[src/hw/rtl/pmlb_pkg.sv]
package pmlb_pkg;

  localparam int MAX_NODES_DEF    = 16;
  localparam int WEIGHT_BITS_DEF  = 16;
  localparam int COST_W           = 20;
  localparam int BOUND_W          = 21;
  localparam int NODE_COUNT_W     = 5;
  localparam int MASK_W           = 16;
  localparam int PADDR_W          = 3;
  localparam int PDATA_W          = 32;

  localparam logic [NODE_COUNT_W-1:0] NODE_COUNT_RST = 5'd16;

  localparam logic CMD_WRITE   = 1'b0;
  localparam logic CMD_COMPUTE = 1'b1;

  localparam logic REG_NODE_COUNT = 1'b0;

  typedef struct packed {
    logic                cmd;
    logic [3:0]          row;
    logic [3:0]          col;
    logic [15:0]         weight;
    logic [MASK_W-1:0]   visited_mask;
    logic [COST_W-1:0]   path_cost;
  } item_t;

  typedef struct packed {
    logic [COST_W-1:0]  mst_cost;
    logic [BOUND_W-1:0] lower_bound;
  } result_t;

  typedef struct packed {
    logic load;
    logic wr_edge;
    logic scan_rd;
    logic commit;
    logic upd_rd;
    logic out_load;
  } pmlb_cmd_t;

  typedef struct packed {
    logic found;
  } pmlb_status_t;

endpackage

[src/hw/rtl/pmlb_dp.sv]
module pmlb_dp #(
  parameter int MAX_NODES   = pmlb_pkg::MAX_NODES_DEF,
  parameter int WEIGHT_BITS = pmlb_pkg::WEIGHT_BITS_DEF
) (
  input  logic                          clk,
  input  logic                          rst,
  input  pmlb_pkg::pmlb_cmd_t           cmd,
  input  logic [$clog2(MAX_NODES)-1:0]  idx,
  input  pmlb_pkg::item_t               item,
  output pmlb_pkg::pmlb_status_t        status,
  output pmlb_pkg::result_t             result
);
  import pmlb_pkg::*;

  localparam int IW    = $clog2(MAX_NODES);
  localparam int EW    = $clog2(MAX_NODES * MAX_NODES);
  localparam int DEPTH = MAX_NODES * MAX_NODES;
  localparam logic [WEIGHT_BITS-1:0] NO_EDGE = {WEIGHT_BITS{1'b1}};

  logic [WEIGHT_BITS-1:0] edge_mem [DEPTH];
  logic [WEIGHT_BITS-1:0] key_mem [MAX_NODES];

  logic [WEIGHT_BITS-1:0] edge_q;
  logic [WEIGHT_BITS-1:0] key_q;
  logic [IW-1:0]          idx_d;
  logic                   scan_v;
  logic                   upd_v;

  logic [MAX_NODES-1:0]   key_valid;
  logic [MAX_NODES-1:0]   in_tree;
  logic                   first;
  logic                   has_pick;
  logic [WEIGHT_BITS-1:0] best_key;
  logic [IW-1:0]          pick_idx;
  logic [COST_W-1:0]      cost;
  logic [MASK_W-1:0]      mask_q;
  logic [COST_W-1:0]      path_q;
  result_t                result_q;

  logic                   row_ok;
  logic [EW-1:0]          waddr;
  logic [EW-1:0]          raddr;
  logic [MASK_W-1:0]      mask_sh;
  logic                   vis;
  logic [WEIGHT_BITS-1:0] key_eff;
  logic [WEIGHT_BITS-1:0] scan_key;
  logic                   take;
  logic                   relax;

  assign row_ok = (32'(item.row) < MAX_NODES) && (32'(item.col) < MAX_NODES);
  assign waddr  = EW'(item.row) * EW'(MAX_NODES) + EW'(item.col);
  assign raddr  = EW'(pick_idx) * EW'(MAX_NODES) + EW'(idx);

  assign mask_sh  = mask_q >> idx_d;
  assign vis      = mask_sh[0];
  assign key_eff  = key_valid[idx_d] ? key_q : NO_EDGE;
  assign scan_key = first ? (vis ? NO_EDGE : '0) : key_eff;
  assign take     = scan_v && !in_tree[idx_d] && (!has_pick || scan_key < best_key);
  assign relax    = upd_v && !in_tree[idx_d] && !vis && (edge_q < key_eff);

  assign status.found = has_pick && (best_key != NO_EDGE);
  assign result       = result_q;

  always_ff @(posedge clk) begin
    if (cmd.wr_edge && row_ok) begin
      edge_mem[waddr] <= WEIGHT_BITS'(item.weight);
    end
    edge_q <= edge_mem[raddr];
  end

  always_ff @(posedge clk) begin
    if (relax) begin
      key_mem[idx_d] <= edge_q;
    end
    key_q <= key_mem[idx];
  end

  always_ff @(posedge clk) begin
    if (rst) begin
      scan_v    <= 1'b0;
      upd_v     <= 1'b0;
      key_valid <= '0;
      in_tree   <= '0;
      first     <= 1'b0;
      has_pick  <= 1'b0;
    end else begin
      scan_v <= cmd.scan_rd;
      upd_v  <= cmd.upd_rd;
      if (cmd.load) begin
        key_valid <= '0;
        in_tree   <= '0;
        first     <= 1'b1;
        has_pick  <= 1'b0;
      end else if (cmd.commit) begin
        in_tree[pick_idx] <= 1'b1;
        first             <= 1'b0;
        has_pick          <= 1'b0;
      end else if (take) begin
        has_pick <= 1'b1;
      end
      if (relax) begin
        key_valid[idx_d] <= 1'b1;
      end
    end
  end

  always_ff @(posedge clk) begin
    idx_d <= idx;
    if (cmd.load) begin
      mask_q <= item.visited_mask;
      path_q <= item.path_cost;
      cost   <= '0;
    end else if (cmd.commit) begin
      cost <= cost + COST_W'(best_key);
    end
    if (take) begin
      best_key <= scan_key;
      pick_idx <= idx_d;
    end
    if (cmd.out_load) begin
      result_q.mst_cost    <= cost;
      result_q.lower_bound <= BOUND_W'(path_q) + BOUND_W'(cost);
    end
  end

endmodule

[src/hw/rtl/pmlb_ctrl.sv]
module pmlb_ctrl #(
  parameter int MAX_NODES = pmlb_pkg::MAX_NODES_DEF
) (
  input  logic                                 clk,
  input  logic                                 rst,
  input  logic [pmlb_pkg::NODE_COUNT_W-1:0]    node_count,
  input  logic                                 item_valid,
  input  logic                                 item_cmd,
  output logic                                 item_ready,
  output logic                                 result_valid,
  input  logic                                 result_ready,
  input  pmlb_pkg::pmlb_status_t               status,
  output pmlb_pkg::pmlb_cmd_t                  cmd,
  output logic [$clog2(MAX_NODES)-1:0]         idx
);
  import pmlb_pkg::*;

  localparam int IW = $clog2(MAX_NODES);
  localparam int CW = $clog2(MAX_NODES + 1);

  typedef enum logic [2:0] {
    IDLE,
    SCAN,
    PICK,
    UPDATE,
    DONE
  } state_t;

  state_t        state;
  logic [CW-1:0] cnt;
  logic [CW-1:0] n;
  logic          accept;
  logic          more;

  assign n      = (32'(node_count) > MAX_NODES) ? CW'(MAX_NODES) : CW'(node_count);
  assign more   = cnt < n;
  assign idx    = cnt[IW-1:0];
  assign item_ready = (state == IDLE);
  assign accept = item_valid && item_ready;

  always_comb begin
    cmd          = '0;
    cmd.wr_edge  = accept && (item_cmd == CMD_WRITE);
    cmd.load     = accept && (item_cmd == CMD_COMPUTE);
    cmd.scan_rd  = (state == SCAN) && more;
    cmd.commit   = (state == PICK) && status.found;
    cmd.upd_rd   = (state == UPDATE) && more;
    cmd.out_load = (state == DONE) && (!result_valid || result_ready);
  end

  always_ff @(posedge clk) begin
    if (rst) begin
      state        <= IDLE;
      cnt          <= '0;
      result_valid <= 1'b0;
    end else begin
      if (cmd.out_load) begin
        result_valid <= 1'b1;
      end else if (result_valid && result_ready) begin
        result_valid <= 1'b0;
      end
      unique case (state)
        IDLE: begin
          if (cmd.load) begin
            state <= SCAN;
            cnt   <= '0;
          end
        end
        SCAN: begin
          if (more) begin
            cnt <= cnt + 1'b1;
          end else begin
            state <= PICK;
          end
        end
        PICK: begin
          cnt <= '0;
          if (status.found) begin
            state <= UPDATE;
          end else begin
            state <= DONE;
          end
        end
        UPDATE: begin
          if (more) begin
            cnt <= cnt + 1'b1;
          end else begin
            state <= SCAN;
            cnt   <= '0;
          end
        end
        DONE: begin
          if (cmd.out_load) begin
            state <= IDLE;
          end
        end
        default: state <= IDLE;
      endcase
    end
  end

endmodule

[src/hw/rtl/prim_mst_lower_bound.sv]
// Spanning-tree lower bound over the unvisited nodes of a dense weight matrix.
// Input channel (item_valid/item_ready/item): a write transfer (cmd = write)
// stores one matrix entry and returns nothing; a compute transfer carries the
// visited mask and path cost and returns one transfer on the result channel
// (result_valid/result_ready/result) with the tree cost and the lower bound.
// A compute works on n = min(node_count, MAX_NODES) nodes: each tree step
// scans every key once and checks every key once for relaxation, one node
// per cycle through the single read port of the key and edge memories.
// Items are taken one at a time; item_ready is low while a compute runs.
// A finished result sits in an output register, so the next item is taken
// while the receiver stalls; a second result waits in the engine until the
// register frees up. Reset clears control state and sets node_count to 16.
// Matrix entries are undefined until written. The user must set node_count
// over the APB port only while idle; the block itself does not enforce it.
module prim_mst_lower_bound #(
  parameter int MAX_NODES   = pmlb_pkg::MAX_NODES_DEF,
  parameter int WEIGHT_BITS = pmlb_pkg::WEIGHT_BITS_DEF
) (
  input  logic                          clk,
  input  logic                          rst,
  input  logic                          item_valid,
  output logic                          item_ready,
  input  pmlb_pkg::item_t               item,
  output logic                          result_valid,
  input  logic                          result_ready,
  output pmlb_pkg::result_t             result,
  input  logic                          psel,
  input  logic                          penable,
  input  logic                          pwrite,
  input  logic [pmlb_pkg::PADDR_W-1:0]  paddr,
  input  logic [pmlb_pkg::PDATA_W-1:0]  pwdata,
  output logic [pmlb_pkg::PDATA_W-1:0]  prdata,
  output logic                          pready
);
  import pmlb_pkg::*;

  logic [NODE_COUNT_W-1:0]   node_count;
  logic                      reg_hit;
  pmlb_cmd_t                 cmd;
  pmlb_status_t              status;
  logic [$clog2(MAX_NODES)-1:0] idx;

  assign pready  = 1'b1;
  assign reg_hit = (paddr[2] == REG_NODE_COUNT);
  assign prdata  = reg_hit ? PDATA_W'(node_count) : '0;

  always_ff @(posedge clk) begin
    if (rst) begin
      node_count <= NODE_COUNT_RST;
    end else if (psel && penable && pwrite && pready && reg_hit) begin
      node_count <= pwdata[NODE_COUNT_W-1:0];
    end
  end

  pmlb_ctrl #(
    .MAX_NODES (MAX_NODES)
  ) u_ctrl (
    .clk          (clk),
    .rst          (rst),
    .node_count   (node_count),
    .item_valid   (item_valid),
    .item_cmd     (item.cmd),
    .item_ready   (item_ready),
    .result_valid (result_valid),
    .result_ready (result_ready),
    .status       (status),
    .cmd          (cmd),
    .idx          (idx)
  );

  pmlb_dp #(
    .MAX_NODES   (MAX_NODES),
    .WEIGHT_BITS (WEIGHT_BITS)
  ) u_dp (
    .clk    (clk),
    .rst    (rst),
    .cmd    (cmd),
    .idx    (idx),
    .item   (item),
    .status (status),
    .result (result)
  );

endmodule
[config.mk]
export PLATFORM = sky130hd
export DESIGN_NAME = prim_mst_lower_bound
export DESIGN_NICKNAME = d
export VERILOG_FILES = /design/src/hw/rtl/pmlb_pkg.sv /design/src/hw/rtl/pmlb_dp.sv /design/src/hw/rtl/pmlb_ctrl.sv /design/src/hw/rtl/prim_mst_lower_bound.sv
export SDC_FILE = /design/constraint.sdc
export NUM_CORES = 2
export LEC_CHECK = 0
export CAP_MARGIN = 20
export CORE_ASPECT_RATIO = 1.4
export CORE_MARGIN = 4
export CORE_UTILIZATION = 28
export DETAILED_ROUTE_END_ITERATION = 8
export DONT_BUFFER_PORTS = 1
export SLEW_MARGIN = 30
export SYNTH_ARGS = -nofsm -noshare
export SYNTH_HDL_FRONTEND = slang
export SYNTH_MEMORY_MAX_BITS = 65536
export SYNTH_SLANG_ARGS = --single-unit
[constraint.sdc]
create_clock -name clk -period 6.9 [get_ports clk]
set_input_delay 1.035 -clock clk [delete_from_list [all_inputs] [get_ports clk]]
set_output_delay 1.035 -clock clk [all_outputs]
set_load 0.02 [all_outputs]
Yosys cells after proc, flatten, opt, wreduce, memory -nomap -nowiden
Memories as Yosys holds them, arrays and structs flattened. A register that Yosys moved wholly into a read port is not among the register bits.
Cells that the tools add are included.
- memories: 2
- memory bits (read-only): 0
- register bits: 171
- bits in latches: 0
- RAM bits: 4352
- output and inout port bits: 76
- equality and inequality tests: 10
- multipliers: 0
- bitwise logic cells: 4
- multiplexer cells: 34
- div/mod/pow operators: 0
- add/sub/neg operators: 5
- reductions and logical operators: 33
- shifts and indexed selects: 1
- $lt $le $gt $ge: 8
- memory list (name ; words ; bits a word ; read ports ; clocked after memory_dff ; write ports ; RTL line ; RTL):
    u_dp.edge_mem ; 256 ; 16 ; 1 ; 1 ; 1 ; pmlb_dp.sv:20 ; logic [WEIGHT_BITS-1:0] edge_mem [DEPTH];
    u_dp.key_mem ; 16 ; 16 ; 1 ; 1 ; 1 ; pmlb_dp.sv:21 ; logic [WEIGHT_BITS-1:0] key_mem [MAX_NODES];
- operator list (cell ; number):
    two-way mux 16 bit ; 6
    less-than comparator 16 bit ; 2
    OR 16 bit ; 2
    two-way mux 5 bit ; 5
    adder 20 x 20 -> 21 bit ; 1
    adder 20 x 16 -> 20 bit ; 1
    case mux 5 bit (4 select lines) ; 1
    logical AND 1 bit ; 19
    adder 8 x 4 -> 8 bit ; 2
    inequality test 16 bit, second input constant ; 1
    right shift 16 x 4 -> 1 bit ; 1
    two-way mux 3 bit ; 5
    case mux 3 bit (5 select lines) ; 1
    two-way mux 1 bit ; 12
    less-than comparator 4 x 5 -> 1 bit, second input constant ; 2
    binary-select mux 1 bit (select 4 bit) ; 2
    demux 1 bit (select 4 bit) ; 2
    >= comparator 4 x 1 -> 1 bit, second input constant ; 2
    inequality test 2 bit, second input constant ; 4
    == test 3 x 2 -> 1 bit, second input constant ; 2
    adder 5 x 1 -> 5 bit, second input constant ; 1
    greater-than comparator 5 bit, second input constant ; 1
    less-than comparator 5 bit ; 1
    logical NOT 1 bit ; 4
    12 further kinds ; 15

Longest topological paths before layout
- depth after elaboration: 8
- mapped depth: 16

Hierarchy
From an unflattened synthesis, not the netlist that was laid out.
- cells, all modules: 7550
- area, all modules: 175818.6 µm²
- modules (own cells, without submodules) (module ; seq. area each (µm²) ; area an instance (µm²) ; cells an instance ; instances):
    pmlb_dp ; 135439.9 ; 174566.2 ; 7397 ; 1
    pmlb_ctrl ; 180.2 ; 758.2 ; 95 ; 1
    prim_mst_lower_bound ; 100.1 ; 494.2 ; 58 ; 1

Least setup slack after synthesis
No wires, ideal clock.
- path type: register to register
- start point: reg u_dp.idx_d[0]
- end point: mem u_dp.key_mem[12][0] (netlist bit), enable pin
- required time: 6487 ps
- buffers on the path: 4
- setup slack: 1775 ps
- clock period less this slack: 5125 ps
- cell stages (with the launch flop): 16
- arrival time: 4712 ps
- library setup time: 413 ps
- cell sequence: dfxtp_1 clkbuf_1 clkbuf_1 mux2_2 o21ai_0 clkbuf_1 nor2_1 ha_1 a21o_1 a21o_1 a21oi_1 o2111ai_1 nor4_1 and2b_1 buf_4 nor3b_1
- word-level cells in the longest chain between the ends: 8
- RTL lines (what ; RTL line ; RTL):
    from (decl) ; pmlb_dp.sv:25 ; logic [IW-1:0] idx_d;
    from (signal assigned) ; pmlb_dp.sv:108 ; idx_d <= idx;
    parallel branches: the longest is 8 deep, another holds less-than comparator 16 bit ; -- ;
    to (decl) ; pmlb_dp.sv:21 ;
Parallel ways; which one is timed is not known. The select of a mux whose other input is x is not followed.

Worst setup path after layout
- start point: reg u_dp.idx_d[1]
- end point: mem u_dp.key_mem[9][7] (netlist bit), enable pin
Same word-level chain as after synthesis.

==> results.txt <==
The share of layout cells above drive strength 1 is 30.54%. For this run, the leading register cell type out of synthesis is sky130_fd_sc_hd__edfxtp_1. The async set or reset register ratio after synthesis is 0%. The slowest stage of the critical path is the sky130_fd_sc_hd__and3_1 cell.

The worst hold path begins at rst. The average wire length per cell after detail routing came out at 27.78 um. The post-synthesis cell type count came out at 72. The synthesized netlist occupies a cell area of 0.1757 mm^2. The I/O pin total is approximately 180. The largest vdd supply drop came out at 0.2274 mV.

The largest stage delay on the critical path is 0.89 ns. TritonCTS built the clock tree. The number of cells traversed by the worst register-to-register path came out at 15. Based on the critical path, the design can be clocked at up to between 150 and 200 MHz. The multiplexer share of the synthesized area came out at between 10% and 20%. The global-route wire length before repair is approximately 650 mm. The library cells used most frequently in the layout, excluding fill and tap cells, are sky130_fd_sc_hd__edfxtp_1 (4,449), sky130_fd_sc_hd__mux4_2 (1,374), sky130_fd_sc_hd__clkbuf_16 (399). The register clock-pin slew on the reported worst setup and hold paths came out at 0.07 ns.

The die boundary height is approximately 950 um. In the final layout, the multi-input gates occupy 0.03930 mm^2. The path with the worst hold slack has its endpoint at node_count[0]$_SDFFE_PP0P_. Sorting the synthesized cells by area gives the leading types as sky130_fd_sc_hd__edfxtp_1 (76%), sky130_fd_sc_hd__mux4_2 (18%), sky130_fd_sc_hd__dfxtp_1 (1.2%), sky130_fd_sc_hd__nor2_1 (0.79%), sky130_fd_sc_hd__ha_1 (0.51%).

Measured on the finished design, the core utilization comes to 32.19%. The worst setup path is of the flip-flop to flip-flop kind. The number of setup violations in the final report came out at 0. The core footprint is between 0.6 and 0.7 mm^2.

Summing the areas of all xor and xnor instances in the mapped netlist gives 0.1096% of the synthesized area. The post-layout instance count excluding filler cells is 16,520. The number of DRC violations after detailed routing is 0. The path class of the lowest-slack min-delay path is primary input to flip-flop. The leakage power summed over all cells is about 60 nW. During synthesis, Yosys emitted a total of 0 warnings. The count of clock tree sinks is 4,555. The via count came out at 81,160. The worst register-to-register path begins at u_dp.idx_d[1]$_DFF_P_. For the worst setup path, the data arrival time is 6.05 ns. The residual overflow from global routing is 0. The number of gates given a new drive strength after cts is 0. After detailed routing, the number of vias per cell comes to around 4.9.

Across all hold checks on the routed design, the worst slack comes to approximately 0.12 ns. The worst-case register-to-register setup slack came out at about 1.4 ns. The time the worst path needs with I/O delays and setup is ~5.5 ns. The number of buffer cells added on primary ports is 0. The simple logic cell fraction of the synthesized area is 1.732%. The required time reported for the critical path endpoint came out at ~7.5 ns. The worst setup path is captured at a flip-flop. Post-CTS timing repair inserted 0 buffers for setup. The tree is rooted in a sky130_fd_sc_hd__clkbuf_16. Entering global routing, the biggest net connects about 260 pins. The register area came out at approximately 0.14 mm^2. The flow ran to the end, and the final reports show no timing, DRC or antenna violations.

The quantity of hold-fixing buffers added after cts is 0. The number of synthesized flops with an enable pin is 4,449. The maximum clock path buffer count came out at 4. The net count of the finished layout is ~8,000. The overall die area is 0.6406 mm^2. The setup clock skew after layout is about 0.099 ns.

In this run the remaining antenna-violating nets after routing total 0. The total placed cells including tap cells came out at 15,710. The number of DRC violations after detailed-routing iteration 0 came out at 9,465. The worst register-to-register path ends at u_dp.key_mem[9][7]$_DFFE_PP_. The post-DP HPWL came out at 277.5 mm.

For the pin with the worst max-slew slack, the measured transition is 1.343 ns. The power density over cell area is 273.9 mW/mm^2. The maximum fanout encountered on the critical timing path is 31. The total chip power is 55.21 mW. Of all cell types, the one taking the most synthesized area is sky130_fd_sc_hd__edfxtp_1. The post-synthesis compound-gate area fraction is between 1 and 1.5%. The number of antenna violations at the first check in global routing came out at 32. The placer congestion estimate came out at 0.8870. The first detailed-routing pass ran for 6 iterations.

STA classifies the critical path startpoint as a flip-flop. After synthesis, the largest family of logic cells by area is multiplexers. The final total negative setup slack came out at 0 ns. The number of max-slew violations in the final report was 0. The critical path goes through buf_4, mux4_2, mux2i_1, nand2_1, o21ai_2, buf_4, nor2_1, ha_1, a21o_1, a21o_1, a21oi_1, nor3_1, nor4_1, and2b_1, and3_1.

Once the floorplan was initialized, standard cells occupied 28.06% of the core. A synthesized cell averages 23.28 um^2. Counting instances, the worst hold path has a depth of 1. The via count of the first global-routing pass is roughly 84,000. The x dimension of the die is 677.6 um. The number of rows created at floorplan is about 340.

The worst max-slew margin expressed relative to the limit came out at 10.50%. The fraction of synthesized cell area taken by the top area cell type is 76.02%. The layout has 58,460 filler cells. The number of hold violations in the final report is 0.

The synthesized design contains 4,555 register bits. The area added between synthesis and finish is 14.71%. Setup repair after global routing left no endpoint under its margin. The detailed-route wire length is approximately 460 mm. The fraction of the yosys area taken by sequential cells came out at between 70% and 80%. Leaving out fill and tap cells, the most frequent cell in the layout is sky130_fd_sc_hd__edfxtp_1. After layout, the worst path uses 79.55% of the clock period. The insertion delay of the later-clocked pin in the worst-skew pair came out at 0.99 ns. The share of synthesized cell area in full adder, half adder and majority cells came out at 0.5283%.

Global routing consumed, over all layers together, 13.96% of the routing resources. The TritonCTS buffer count came out at about 390. The number of levels in the clock H-tree came out at 5.

The max-capacitance violation count is 0. The synthesized netlist cell count is 7,549.
## cells by family after synthesis
logic type / Yosys count
buffers and inverters: 461
DFF: 4555
AOI/OAI and AO/OA: 314
other: 2
adders and majority gates: 73
xor gates and xnor gates: 22
and+or+nand+nor: 696
muxes: 1426
## critical path: cells and delay by family (launching register included)
kind	cells	cell delay, ns
DFF	1	0.62
buffers and inverters	2	0.64
muxes	2	0.72
and+or+nand+nor	6	2.14
AOI/OAI and AO/OA	4	0.63
adders and majority gates	1	0.31
## through the flow
stage / cell area (um^2) / setup slack (ns)
4_1_cts: 200500 / 1.303
2_1_floorplan: 175800 / 1.775
6_report: 201600 / 1.411
3_3_place_gp: 187200 / 1.297
3_5_place_dp: 187700 / 1.363
5_1_grt: 201600 / 1.057
## cells in the mapped netlist, drive strengths merged, types with 7 or more instances
| library cell | number |
|---|---|
| a21o | 20 |
| nand2b | 10 |
| a22oi | 36 |
| mux2i | 44 |
| o31a | 20 |
| o22ai | 10 |
| o21a | 9 |
| clkbuf | 212 |
| nor3 | 32 |
| or3 | 10 |
| a211oi | 7 |
| nand3 | 50 |
| inv | 35 |
| and3 | 14 |
| ha | 71 |
| mux2 | 8 |
| nor3b | 9 |
| xnor2 | 19 |
| o21ai | 31 |
| a32oi | 15 |
| a22o | 20 |
| a31oi | 25 |
| edfxtp | 4449 |
| nor2 | 370 |
| nand4 | 16 |
| nor2b | 23 |
| dfxtp | 106 |
| nand2 | 131 |
| mux4 | 1374 |
| a21oi | 70 |
| buf | 212 |
## power by group
group	leakage, nW	internal (mW)	total, mW	switching (mW)
combinational	12.0	0.984	2.38	1.39
sequential	40.9	30.4	30.5	0.0888
clock	6.24	12.4	22.3	9.95
total	59.1	43.8	55.2	11.4
## state kept, by name, indices dropped and copies added (netlist names), 20 cells and up
| signal | cells |
|---|---|
| u_dp.key_mem | 256 |
| u_dp.edge_mem | 4096 |
| u_dp.path_q | 20 |
| u_dp.result | 41 |
| u_dp.cost | 20 |
## layer usage
layer,GRT usage [%],vias to the layer above,part of all wire [%]
met5,0,-,0.0050
met4,6.892,4,5.3
met3,2.590,811,7.0
met2,24.39,3380,52
met1,16.47,44160,36
li1,-,32800,-
## cell type report
type / instances / share of cell area [%]
clock buffer: 476 / 5.116
multi-input combinational: 2559 / 19.49
antenna: 68 / 0.08441
tap: 8304 / 5.154
inverter: 37 / 0.07634
clock inverter: 243 / 1.259
timing repair buffer: 279 / 1.485
sequential: 4555 / 67.33
## worst max path at each step
stage | endpoint | slack (ns) | from
finish | u_dp.key_mem[9][7]$_DFFE_PP_ | 1.41 | u_dp.idx_d[1]$_DFF_P_
detailed placement | u_dp.key_mem[1][1]$_DFFE_PP_ | 1.36 | u_dp.idx_d[1]$_DFF_P_
CTS | u_dp.key_mem[1][2]$_DFFE_PP_ | 1.30 | u_dp.idx_d[1]$_DFF_P_
floorplan | u_dp.key_mem[12][0]$_DFFE_PP_ | 1.78 | u_dp.idx_d[0]$_DFF_P_
global placement | u_dp.key_mem[5][8]$_DFFE_PP_ | 1.30 | u_dp.idx_d[1]$_DFF_P_
global route | u_dp.key_mem[9][7]$_DFFE_PP_ | 1.06 | u_dp.idx_d[1]$_DFF_P_
Power figures use the tool's default switching activity.
